**src/hdl/fba_pkg.sv**
```systemverilog
// Package with the shared types, constants and helpers of the frame bitmap allocator.
`default_nettype none

package fba_pkg;

  // Sizing of the managed memory. FRAME_BYTES and BITS_PER_WORD are powers of two.
  localparam int FRAME_COUNT   = 65536;
  localparam int FRAME_BYTES   = 4096;
  localparam int BITS_PER_WORD = 8;

  localparam int ADDR_W     = 32;
  localparam int COUNT_W    = 17;
  localparam int FRAME_SHIFT = $clog2(FRAME_BYTES);
  localparam int AIDX_W     = ADDR_W - FRAME_SHIFT;
  localparam int MAP_WORDS  = (FRAME_COUNT + BITS_PER_WORD - 1) / BITS_PER_WORD;
  localparam int WORD_AW    = (MAP_WORDS > 1) ? $clog2(MAP_WORDS) : 1;
  localparam int BIT_W      = $clog2(BITS_PER_WORD);
  localparam int FIDX_W     = WORD_AW + BIT_W;

  typedef logic [BITS_PER_WORD-1:0] word_t;
  typedef logic [WORD_AW-1:0]       waddr_t;
  typedef logic [BIT_W-1:0]         bitpos_t;
  typedef logic [FIDX_W-1:0]        fidx_t;
  typedef logic [COUNT_W-1:0]       count_t;

  localparam logic [AIDX_W:0] FRAME_LIMIT   = (AIDX_W + 1)'(FRAME_COUNT);
  localparam waddr_t          LAST_WORD     = WORD_AW'(MAP_WORDS - 1);
  localparam word_t           WORD_ALL_USED = '1;
  localparam count_t          COUNT_RESET   = COUNT_W'(FRAME_COUNT);

  // Request kinds.
  typedef enum logic [1:0] {
    REQ_TEST    = 2'd0,
    REQ_RESERVE = 2'd1,
    REQ_RELEASE = 2'd2,
    REQ_FIND    = 2'd3
  } req_kind_t;

  // Write and read commands to the bitmap memory.
  typedef struct packed {
    logic   en;
    waddr_t addr;
    word_t  data;
  } ram_wr_t;

  typedef struct packed {
    logic   en;
    waddr_t addr;
  } ram_rd_t;

  typedef struct packed {
    logic    hit;
    bitpos_t pos;
  } free_hit_t;

  // Lowest clear bit of a bitmap word at or above a starting bit position.
  function automatic free_hit_t first_free(input word_t w, input bitpos_t low);
    free_hit_t r;
    r.hit = 1'b0;
    r.pos = '0;
    for (int i = BITS_PER_WORD - 1; i >= 0; i--) begin
      if (!w[i] && (BIT_W'(i) >= low)) begin
        r.hit = 1'b1;
        r.pos = BIT_W'(i);
      end
    end
    return r;
  endfunction

endpackage

`default_nettype wire

```
**src/hdl/fba_if.sv**
```systemverilog
// Request and response channel interfaces of the frame bitmap allocator.
`default_nettype none

interface fba_req_if;
  logic                        valid;
  logic                        ready;
  logic [1:0]                  req_type;
  logic [fba_pkg::ADDR_W-1:0]  request_address;

  modport source (output valid, output req_type, output request_address, input ready);
  modport sink   (input valid, input req_type, input request_address, output ready);
endinterface

interface fba_rsp_if;
  logic                         valid;
  logic                         ready;
  logic                         frame_used;
  logic                         found;
  logic [fba_pkg::ADDR_W-1:0]   free_address;
  logic [fba_pkg::COUNT_W-1:0]  used_count;
  logic                         out_of_range;

  modport source (output valid, output frame_used, output found, output free_address,
                  output used_count, output out_of_range, input ready);
  modport sink   (input valid, input frame_used, input found, input free_address,
                  input used_count, input out_of_range, output ready);
endinterface

`default_nettype wire

```
**src/hdl/fba_ctrl.sv**
```systemverilog
// Sequencer: clearing pass, read-modify-write of marks, word-by-word free search.
`default_nettype none

module fba_ctrl (
  input  wire                  clk,
  input  wire                  rst_n,
  fba_req_if.sink              in_ch,
  fba_rsp_if.source            out_ch,
  output fba_pkg::ram_wr_t     ram_wr,
  output fba_pkg::ram_rd_t     ram_rd,
  input  wire fba_pkg::word_t  ram_data
);

  typedef enum logic [2:0] {
    ST_CLEAR,
    ST_IDLE,
    ST_READ,
    ST_SCAN,
    ST_RESP
  } state_t;

  state_t                      state_r;
  fba_pkg::waddr_t             clr_addr_r;
  fba_pkg::req_kind_t          kind_r;
  fba_pkg::bitpos_t            bit_r;
  fba_pkg::waddr_t             word_r;
  fba_pkg::count_t             count_r;

  logic                        res_used_r;
  logic                        res_found_r;
  logic [fba_pkg::ADDR_W-1:0]  res_addr_r;
  logic                        res_oor_r;

  logic                        out_valid_r;
  logic                        out_used_r;
  logic                        out_found_r;
  logic [fba_pkg::ADDR_W-1:0]  out_addr_r;
  fba_pkg::count_t             out_count_r;
  logic                        out_oor_r;

  logic [fba_pkg::AIDX_W-1:0]  req_aidx;
  fba_pkg::fidx_t              req_idx;
  logic                        req_oor;
  logic                        accept;
  fba_pkg::word_t              bit_sel;
  logic                        cur_bit;
  fba_pkg::free_hit_t          hit;
  fba_pkg::bitpos_t            scan_low;
  fba_pkg::fidx_t              hit_idx;
  logic [fba_pkg::ADDR_W-1:0]  hit_addr;
  logic                        out_free;

  // Decode of the incoming request.
  always_comb begin
    req_aidx = in_ch.request_address[fba_pkg::ADDR_W-1:fba_pkg::FRAME_SHIFT];
    req_idx  = req_aidx[fba_pkg::FIDX_W-1:0];
    req_oor  = ({1'b0, req_aidx} >= fba_pkg::FRAME_LIMIT);
  end

  assign in_ch.ready = (state_r == ST_IDLE);
  assign accept      = in_ch.valid && in_ch.ready;
  assign out_free    = !out_valid_r || out_ch.ready;

  // Bit of the addressed frame and the first free bit in the word just read.
  always_comb begin
    bit_sel  = fba_pkg::word_t'(1) << bit_r;
    cur_bit  = ram_data[bit_r];
    scan_low = (state_r == ST_READ) ? bit_r : '0;
    hit      = fba_pkg::first_free(ram_data, scan_low);
    hit_idx  = {word_r, hit.pos};
    hit_addr = fba_pkg::ADDR_W'(hit_idx) << fba_pkg::FRAME_SHIFT;
  end

  // Memory commands: clearing writes, request reads, write-back of marks, scan reads.
  always_comb begin
    ram_wr = '0;
    ram_rd = '0;
    unique case (state_r)
      ST_CLEAR: begin
        ram_wr.en   = 1'b1;
        ram_wr.addr = clr_addr_r;
        ram_wr.data = fba_pkg::WORD_ALL_USED;
      end
      ST_IDLE: begin
        ram_rd.en   = accept && !req_oor;
        ram_rd.addr = req_idx[fba_pkg::FIDX_W-1:fba_pkg::BIT_W];
      end
      ST_READ, ST_SCAN: begin
        if (state_r == ST_READ && kind_r == fba_pkg::REQ_RESERVE && !cur_bit) begin
          ram_wr.en   = 1'b1;
          ram_wr.addr = word_r;
          ram_wr.data = ram_data | bit_sel;
        end else if (state_r == ST_READ && kind_r == fba_pkg::REQ_RELEASE && cur_bit) begin
          ram_wr.en   = 1'b1;
          ram_wr.addr = word_r;
          ram_wr.data = ram_data & ~bit_sel;
        end
        ram_rd.en   = (kind_r == fba_pkg::REQ_FIND) && !hit.hit && (word_r != fba_pkg::LAST_WORD);
        ram_rd.addr = word_r + 1'b1;
      end
      ST_RESP: begin
      end
      default: begin
      end
    endcase
  end

  // State, counter and the response registers.
  always_ff @(posedge clk) begin
    if (!rst_n) begin
      state_r     <= ST_CLEAR;
      clr_addr_r  <= '0;
      count_r     <= fba_pkg::COUNT_RESET;
      out_valid_r <= 1'b0;
    end else begin
      // A taken response is dropped unless the next one is loaded in this cycle.
      if (out_valid_r && out_ch.ready && state_r != ST_RESP) begin
        out_valid_r <= 1'b0;
      end
      unique case (state_r)
        ST_CLEAR: begin
          clr_addr_r <= clr_addr_r + 1'b1;
          if (clr_addr_r == fba_pkg::LAST_WORD) begin
            state_r <= ST_IDLE;
          end
        end
        ST_IDLE: begin
          if (accept) begin
            kind_r      <= fba_pkg::req_kind_t'(in_ch.req_type);
            bit_r       <= req_idx[fba_pkg::BIT_W-1:0];
            word_r      <= req_idx[fba_pkg::FIDX_W-1:fba_pkg::BIT_W];
            res_used_r  <= 1'b0;
            res_found_r <= 1'b0;
            res_addr_r  <= '0;
            res_oor_r   <= req_oor;
            state_r     <= req_oor ? ST_RESP : ST_READ;
          end
        end
        ST_READ, ST_SCAN: begin
          if (state_r == ST_READ) begin
            res_used_r <= cur_bit;
          end
          unique case (kind_r)
            fba_pkg::REQ_TEST: begin
              state_r <= ST_RESP;
            end
            fba_pkg::REQ_RESERVE: begin
              if (!cur_bit) begin
                count_r <= count_r + 1'b1;
              end
              state_r <= ST_RESP;
            end
            fba_pkg::REQ_RELEASE: begin
              if (cur_bit) begin
                count_r <= count_r - 1'b1;
              end
              state_r <= ST_RESP;
            end
            fba_pkg::REQ_FIND: begin
              if (hit.hit) begin
                res_found_r <= 1'b1;
                res_addr_r  <= hit_addr;
                state_r     <= ST_RESP;
              end else if (word_r == fba_pkg::LAST_WORD) begin
                state_r <= ST_RESP;
              end else begin
                word_r  <= word_r + 1'b1;
                state_r <= ST_SCAN;
              end
            end
            default: begin
              state_r <= ST_RESP;
            end
          endcase
        end
        ST_RESP: begin
          if (out_free) begin
            out_valid_r <= 1'b1;
            out_used_r  <= res_used_r;
            out_found_r <= res_found_r;
            out_addr_r  <= res_addr_r;
            out_count_r <= count_r;
            out_oor_r   <= res_oor_r;
            state_r     <= ST_IDLE;
          end
        end
        default: begin
          state_r <= ST_IDLE;
        end
      endcase
    end
  end

  assign out_ch.valid        = out_valid_r;
  assign out_ch.frame_used   = out_used_r;
  assign out_ch.found        = out_found_r;
  assign out_ch.free_address = out_addr_r;
  assign out_ch.used_count   = out_count_r;
  assign out_ch.out_of_range = out_oor_r;

endmodule

`default_nettype wire

```
**src/flat_wrapper.sv**
```systemverilog
// flat-port wrapper written by rule: the top's interface ports become plain ports
module fba_ctrl_flat 
  (clk, rst_n, ram_wr, ram_rd, ram_data, in_ch_valid, in_ch_req_type, in_ch_request_address, in_ch_ready, out_ch_valid, out_ch_frame_used, out_ch_found, out_ch_free_address, out_ch_used_count, out_ch_out_of_range, out_ch_ready);
  fba_req_if in_ch_i ();
  fba_rsp_if out_ch_i ();
  input  wire clk;
  input  wire rst_n;
  output fba_pkg::ram_wr_t ram_wr;
  output fba_pkg::ram_rd_t ram_rd;
  input  wire fba_pkg::word_t ram_data;
  input wire logic [$bits(in_ch_i.valid)-1:0] in_ch_valid;
  input wire logic [$bits(in_ch_i.req_type)-1:0] in_ch_req_type;
  input wire logic [$bits(in_ch_i.request_address)-1:0] in_ch_request_address;
  output wire logic [$bits(in_ch_i.ready)-1:0] in_ch_ready;
  output wire logic [$bits(out_ch_i.valid)-1:0] out_ch_valid;
  output wire logic [$bits(out_ch_i.frame_used)-1:0] out_ch_frame_used;
  output wire logic [$bits(out_ch_i.found)-1:0] out_ch_found;
  output wire logic [$bits(out_ch_i.free_address)-1:0] out_ch_free_address;
  output wire logic [$bits(out_ch_i.used_count)-1:0] out_ch_used_count;
  output wire logic [$bits(out_ch_i.out_of_range)-1:0] out_ch_out_of_range;
  input wire logic [$bits(out_ch_i.ready)-1:0] out_ch_ready;
  assign in_ch_i.valid = in_ch_valid;
  assign in_ch_i.req_type = in_ch_req_type;
  assign in_ch_i.request_address = in_ch_request_address;
  assign in_ch_ready = in_ch_i.ready;
  assign out_ch_valid = out_ch_i.valid;
  assign out_ch_frame_used = out_ch_i.frame_used;
  assign out_ch_found = out_ch_i.found;
  assign out_ch_free_address = out_ch_i.free_address;
  assign out_ch_used_count = out_ch_i.used_count;
  assign out_ch_out_of_range = out_ch_i.out_of_range;
  assign out_ch_i.ready = out_ch_ready;
  fba_ctrl u_core (.clk(clk), .rst_n(rst_n), .in_ch(in_ch_i), .out_ch(out_ch_i), .ram_wr(ram_wr), .ram_rd(ram_rd), .ram_data(ram_data));
endmodule
```
**config.mk**
```make
export PLATFORM = sky130hd
export DESIGN_NAME = fba_ctrl_flat
export DESIGN_NICKNAME = d
export VERILOG_FILES = /design/src/hdl/fba_pkg.sv /design/src/hdl/fba_if.sv /design/src/hdl/fba_ctrl.sv /design/src/flat_wrapper.sv
export SDC_FILE = /design/constraint.sdc
export NUM_CORES = 1
export LEC_CHECK = 0
export BUFFER_PORTS_ARGS = -buffer_cell sky130_fd_sc_hd__buf_4
export CAP_MARGIN = 15
export CORE_MARGIN = 4
export CORE_UTILIZATION = 54
export CTS_CLUSTER_SIZE = 12
export DETAILED_ROUTE_END_ITERATION = 12
export GPL_ROUTABILITY_DRIVEN = 0
export HOLD_SLACK_MARGIN = 0.1
export PLACE_DENSITY = 0.89
export SLEW_MARGIN = 0
export SYNTH_ARGS = -nofsm -noshare
export SYNTH_HDL_FRONTEND = slang
export SYNTH_SLANG_ARGS = --single-unit
```
**constraint.sdc**
```tcl
create_clock -name clk -period 3.6 [get_ports clk]
set_input_delay 0.72 -clock clk [delete_from_list [all_inputs] [get_ports clk]]
set_output_delay 0.72 -clock clk [all_outputs]
set_load 0.02 [all_outputs]
```
* Word-level counts from Yosys, hierarchy flattened
Cells that the tools add are included.
** Operators by class
- Add/subtract/negate cells :: 4
- $mul :: 0
- Divide/modulo/power cells :: 0
- Order comparisons :: 10
- Equality and inequality tests :: 21
- Shift operators :: 1
- Muxes and demuxes :: 44
- Bitwise operators :: 3
- Reductions and logical operators :: 44
** Operators with widths (number)
- 32-bit 2-to-1 mux :: 3
- 32-bit case mux with 2 select lines :: 1
- 13-bit 2-to-1 mux :: 4
- 22-bit 2-to-1 mux :: 2
- 22-bit case mux with 2 select lines :: 1
- 17-bit 2-to-1 mux :: 2
- 17-bit case mux with 2 select lines :: 1
- 4-bit 2-to-1 mux :: 8
- 14-bit case mux with 2 select lines :: 1
- 13-bit by 1-bit adder with 13-bit output, second input constant :: 2
- 13-bit == test, second input constant :: 2
- 13-bit case mux with 2 select lines :: 1
- 3-bit 2-to-1 mux :: 7
- 20-bit by 17-bit >= comparator with 1-bit output, second input constant :: 1
- 1-bit logical AND :: 18
- 17-bit by 1-bit adder with 17-bit output, second input constant :: 1
- 17-bit by 1-bit subtractor with 17-bit output, second input constant :: 1
- 13-bit != test, second input constant :: 1
- 3-bit >= comparator, first input constant :: 4
- 1-bit zero test :: 12
- 2-bit by 1-bit != test with 1-bit output, second input constant :: 6
- 3-bit case mux with 4 select lines :: 1
- 3-bit AND reduction :: 3
- 8-bit AND :: 1
- 26 further kinds :: 43
** Storage, ports and cells
- Register bits :: 139
- Latch bits :: 0
- Bits in writable memories :: 0
- ROM bits :: 0
- Output and inout bits :: 90
- Logic and storage cells :: 143
- Memories :: 0

* Logic depth before layout (Yosys ltp)
- Word-level depth :: 16
- Depth in mapped cells :: 11

* Least setup slack after synthesis
No wires, ideal clock.
- Path type :: input to output
- From :: in ram_data[3]
- To :: out ram_wr[0] (netlist name)
- Arrival time :: 2.364 ns
- Data required time :: 2.880 ns
- Path slack :: 0.516 ns
- Cell stages on the path :: 6
- Buffers on the path :: 1
- Path through :: mux4_2 > mux2i_4 > and3_1 > clkbuf_1 > mux2i_1 > o21ai_0
** RTL lines
- from (decl) :: RTL line flat_wrapper.sv:10 : input wire fba_pkg::word_t ram_data;
- to (decl) :: RTL line flat_wrapper.sv:8 : output fba_pkg::ram_wr_t ram_wr;

==> results.ini <==
[sta]
maxSlewViolCount = 0
worst_pin_slew_ns = 1.078
slew_headroom = 0.2805
fmax_mhz = 288.0
setup_viol = 0
clock_skew_ns = 0.01554
hold_viol = 0
whs_ns = 0.4308
period_needed_ns = 3.473
post-route-period-util = 0.9646
finalWorstSetupSlack_ns = 0.1274

[power]
power_density_nw_per_um2 = 311.8
ir_drop_mv = 0.2701
leakage_uw = 0.002899

[finish]
post-route-util = 0.6802
final_cells = 795
diodes = 0
multi_input_area_um2 = 2575
area_growth_pct = 20.37
fillCellCount = 713
ff_latch_area_um2 = 2873
mostFrequentLayoutCell = buf_4
drive_gt1_frac = 0.2356
final_nets = 724
mostFrequentLayoutCells = buf_4, edfxtp_1, nand2_1, nor2_1, a21oi_1

[routing]
drtIter0Drc = 358
num_vias = 4603
via_per_inst = 5.790
final_antenna_net_count = 0
wl_um = 13300
drc = 0
post_drt_wl_per_cell_um = 16.72
dr.pass1.iters = 5

[critical_path]
slowest_delay_ns = 0.58
cpLargestDelayFamily = multiplexers
crit_slowest_cell = mux4_2
critical_path_class = reg -> out
crit_path_end_kind = output port
ff2ff_path_depth = 11
crit_buf_inv = 2
worst_setup_path_start_kind = register
crit_fanout = 9
path_depth = 8
cpMostUsedCell = buf_4
critPathArrivalTime_ns = 2.75
required_ns = 2.88
cp_cell_sequence = mux4_2 > mux2i_4 > buf_4 > nor2_1 > a21oi_1 > nand2b_1 > o21ai_0 > buf_4

[clock_tree]
worstSkewPairLatency_ns = 0.37
cts_hold_buffers = 0
clkTransAtPathRegs_ns = 0.11
htree_levels = 3
cts_tree = yes
cts_root_buffer = clkbuf_8
cts_buffers = 9
cts_buffer_depth = 2
cts_sinks = 107

[run_status]
status = finished, final reports clean

[yosys]
yosys.cell_types.count = 51
syn_inst = 547
synth-compound-area-share = 0.1604
muxShareOfSynthArea = 0.02980
async_reset_ff_frac = 0
synth.area.top_cells = edfxtp_1, dfxtp_1, ha_1, a21o_1, nand2_1
ys_ff_latch = 107
synth-simple-area-share = 0.1690
synth_fa_ha_area_frac = 0.04804
synth_area_um2 = 5625
ys.flop_type = edfxtp_1
yosysTopAreaCell = edfxtp_1
synth-xor-area-share = 0.03737
avgSynthCellArea_um2 = 10.28
yosys.area.top_type_share = 0.3897
synth_edf_count = 73
ys_seq_area_frac = 0.5107
synth_top_family_by_area = simple AND/OR/NAND/NOR gates
yosysWarnings = 0

[floorplanning]
die_area_um2 = 12110
core_area_um2 = 9955
die_y_um = 110.1
start_util = 0.5651
fp.dieW_um = 110.1
io_pins = 136
num_rows = 36

[grt]
grtUsageTotal = 0.2176
grt_antenna_before_repair = 0
grt_pass1_vias = 4306
grt_max_degree = 34
grt_pass1_wl_um = 20570
grt_overflow = 0

[placed_design]
io_buffers = 107
hpwl_um = 9739
dp.cells = 773
post-place-ws_ns = 0.1191

[min_path]
hp-class = reg -> reg
hold_depth = 0

[flow_run]
maxCapViolations = 0

## final timing paths
path | endpoint | slack, ns | from
min reg2reg | u_core.out_ch.free_address[23] | 0.43 | u_core.res_addr_r[23]
max reg2reg | u_core.count_r[15] | 0.50 | u_core.kind_r[0]
max | ram_wr[1] | 0.13 | u_core.bit_r[0]
min | u_core.out_ch.free_address[23] | 0.43 | u_core.res_addr_r[23]
## stage by stage
stage | power, uW | TNS (ns) | instance area [um2]
2_1_floorplan | 1398 | 0 | 5682
3_3_place_gp | 1429 | 0 | 6531
3_5_place_dp | 1432 | 0 | 6531
4_1_cts | 2123 | 0 | 6726
5_1_grt | 2190 | -0.4528 | 6771
6_report | 2112 | 0 | 6771
## layer usage
metal | vias up | track usage | part of all wire
met2 | 263 | 0.3756 | 0.51
li1 | 2177 | - | -
met1 | 2133 | 0.2719 | 0.38
met4 | 0 | 0.07391 | 0.024
met3 | 30 | 0.04426 | 0.092
met5 | - | 0 | 0
## synthesized netlist by cell type (13+ instances only)
library cell,instances
and2_1,14
nor2_1,48
a21oi_1,38
nand3_1,14
a21o_1,33
ha_1,20
clkbuf_1,21
o21ai_0,26
a22o_1,13
xor2_1,14
nand2_1,57
edfxtp_1,73
buf_4,16
dfxtp_1,34
## flip-flops by register name, indices dropped and copies added (netlist names), 2 cells and up
signal	count
u_core.out_ch.used_count	17
u_core.word_r	13
u_core.out_ch.free_address	16
u_core.res_addr_r	16
u_core.kind_r	2
u_core.count_r	17
u_core.clr_addr_r	13
u_core.bit_r	3
u_core.state_r	3
## power breakdown
part | leakage [uW] | internal, uW | switching (uW)
logic | 0.00183 | 45.8 | 54.7
registers | 0.000968 | 1300 | 3.56
clock network | 0.0000997 | 273 | 434
total | 0.00290 | 1620 | 492
## cell families after synthesis
logic type      Yosys count
simple gates            193
compound gates          138
flops                   107
buf+inv                  50
xor+xnor                 24
fa+ha+maj                21
mux                      13
other cells               1
## layout make-up
type | count | share of cell area
clock buffers | 9 | 0.01829
repair buffers | 123 | 0.1364
flip-flops and latches | 107 | 0.4242
clock inverters | 7 | 0.01016
multi-input cells | 405 | 0.3803
well taps | 133 | 0.02458
inverters | 11 | 0.006098
## repair_timing
action                     in CTS  in global routing
hold endpoints to repair        0                  0
setup buffers                   0                  6
pin swaps                       0                  0
setup endpoints to repair      13                 23
gates resized for setup         1                  0
(Power assumes the default switching activity.)
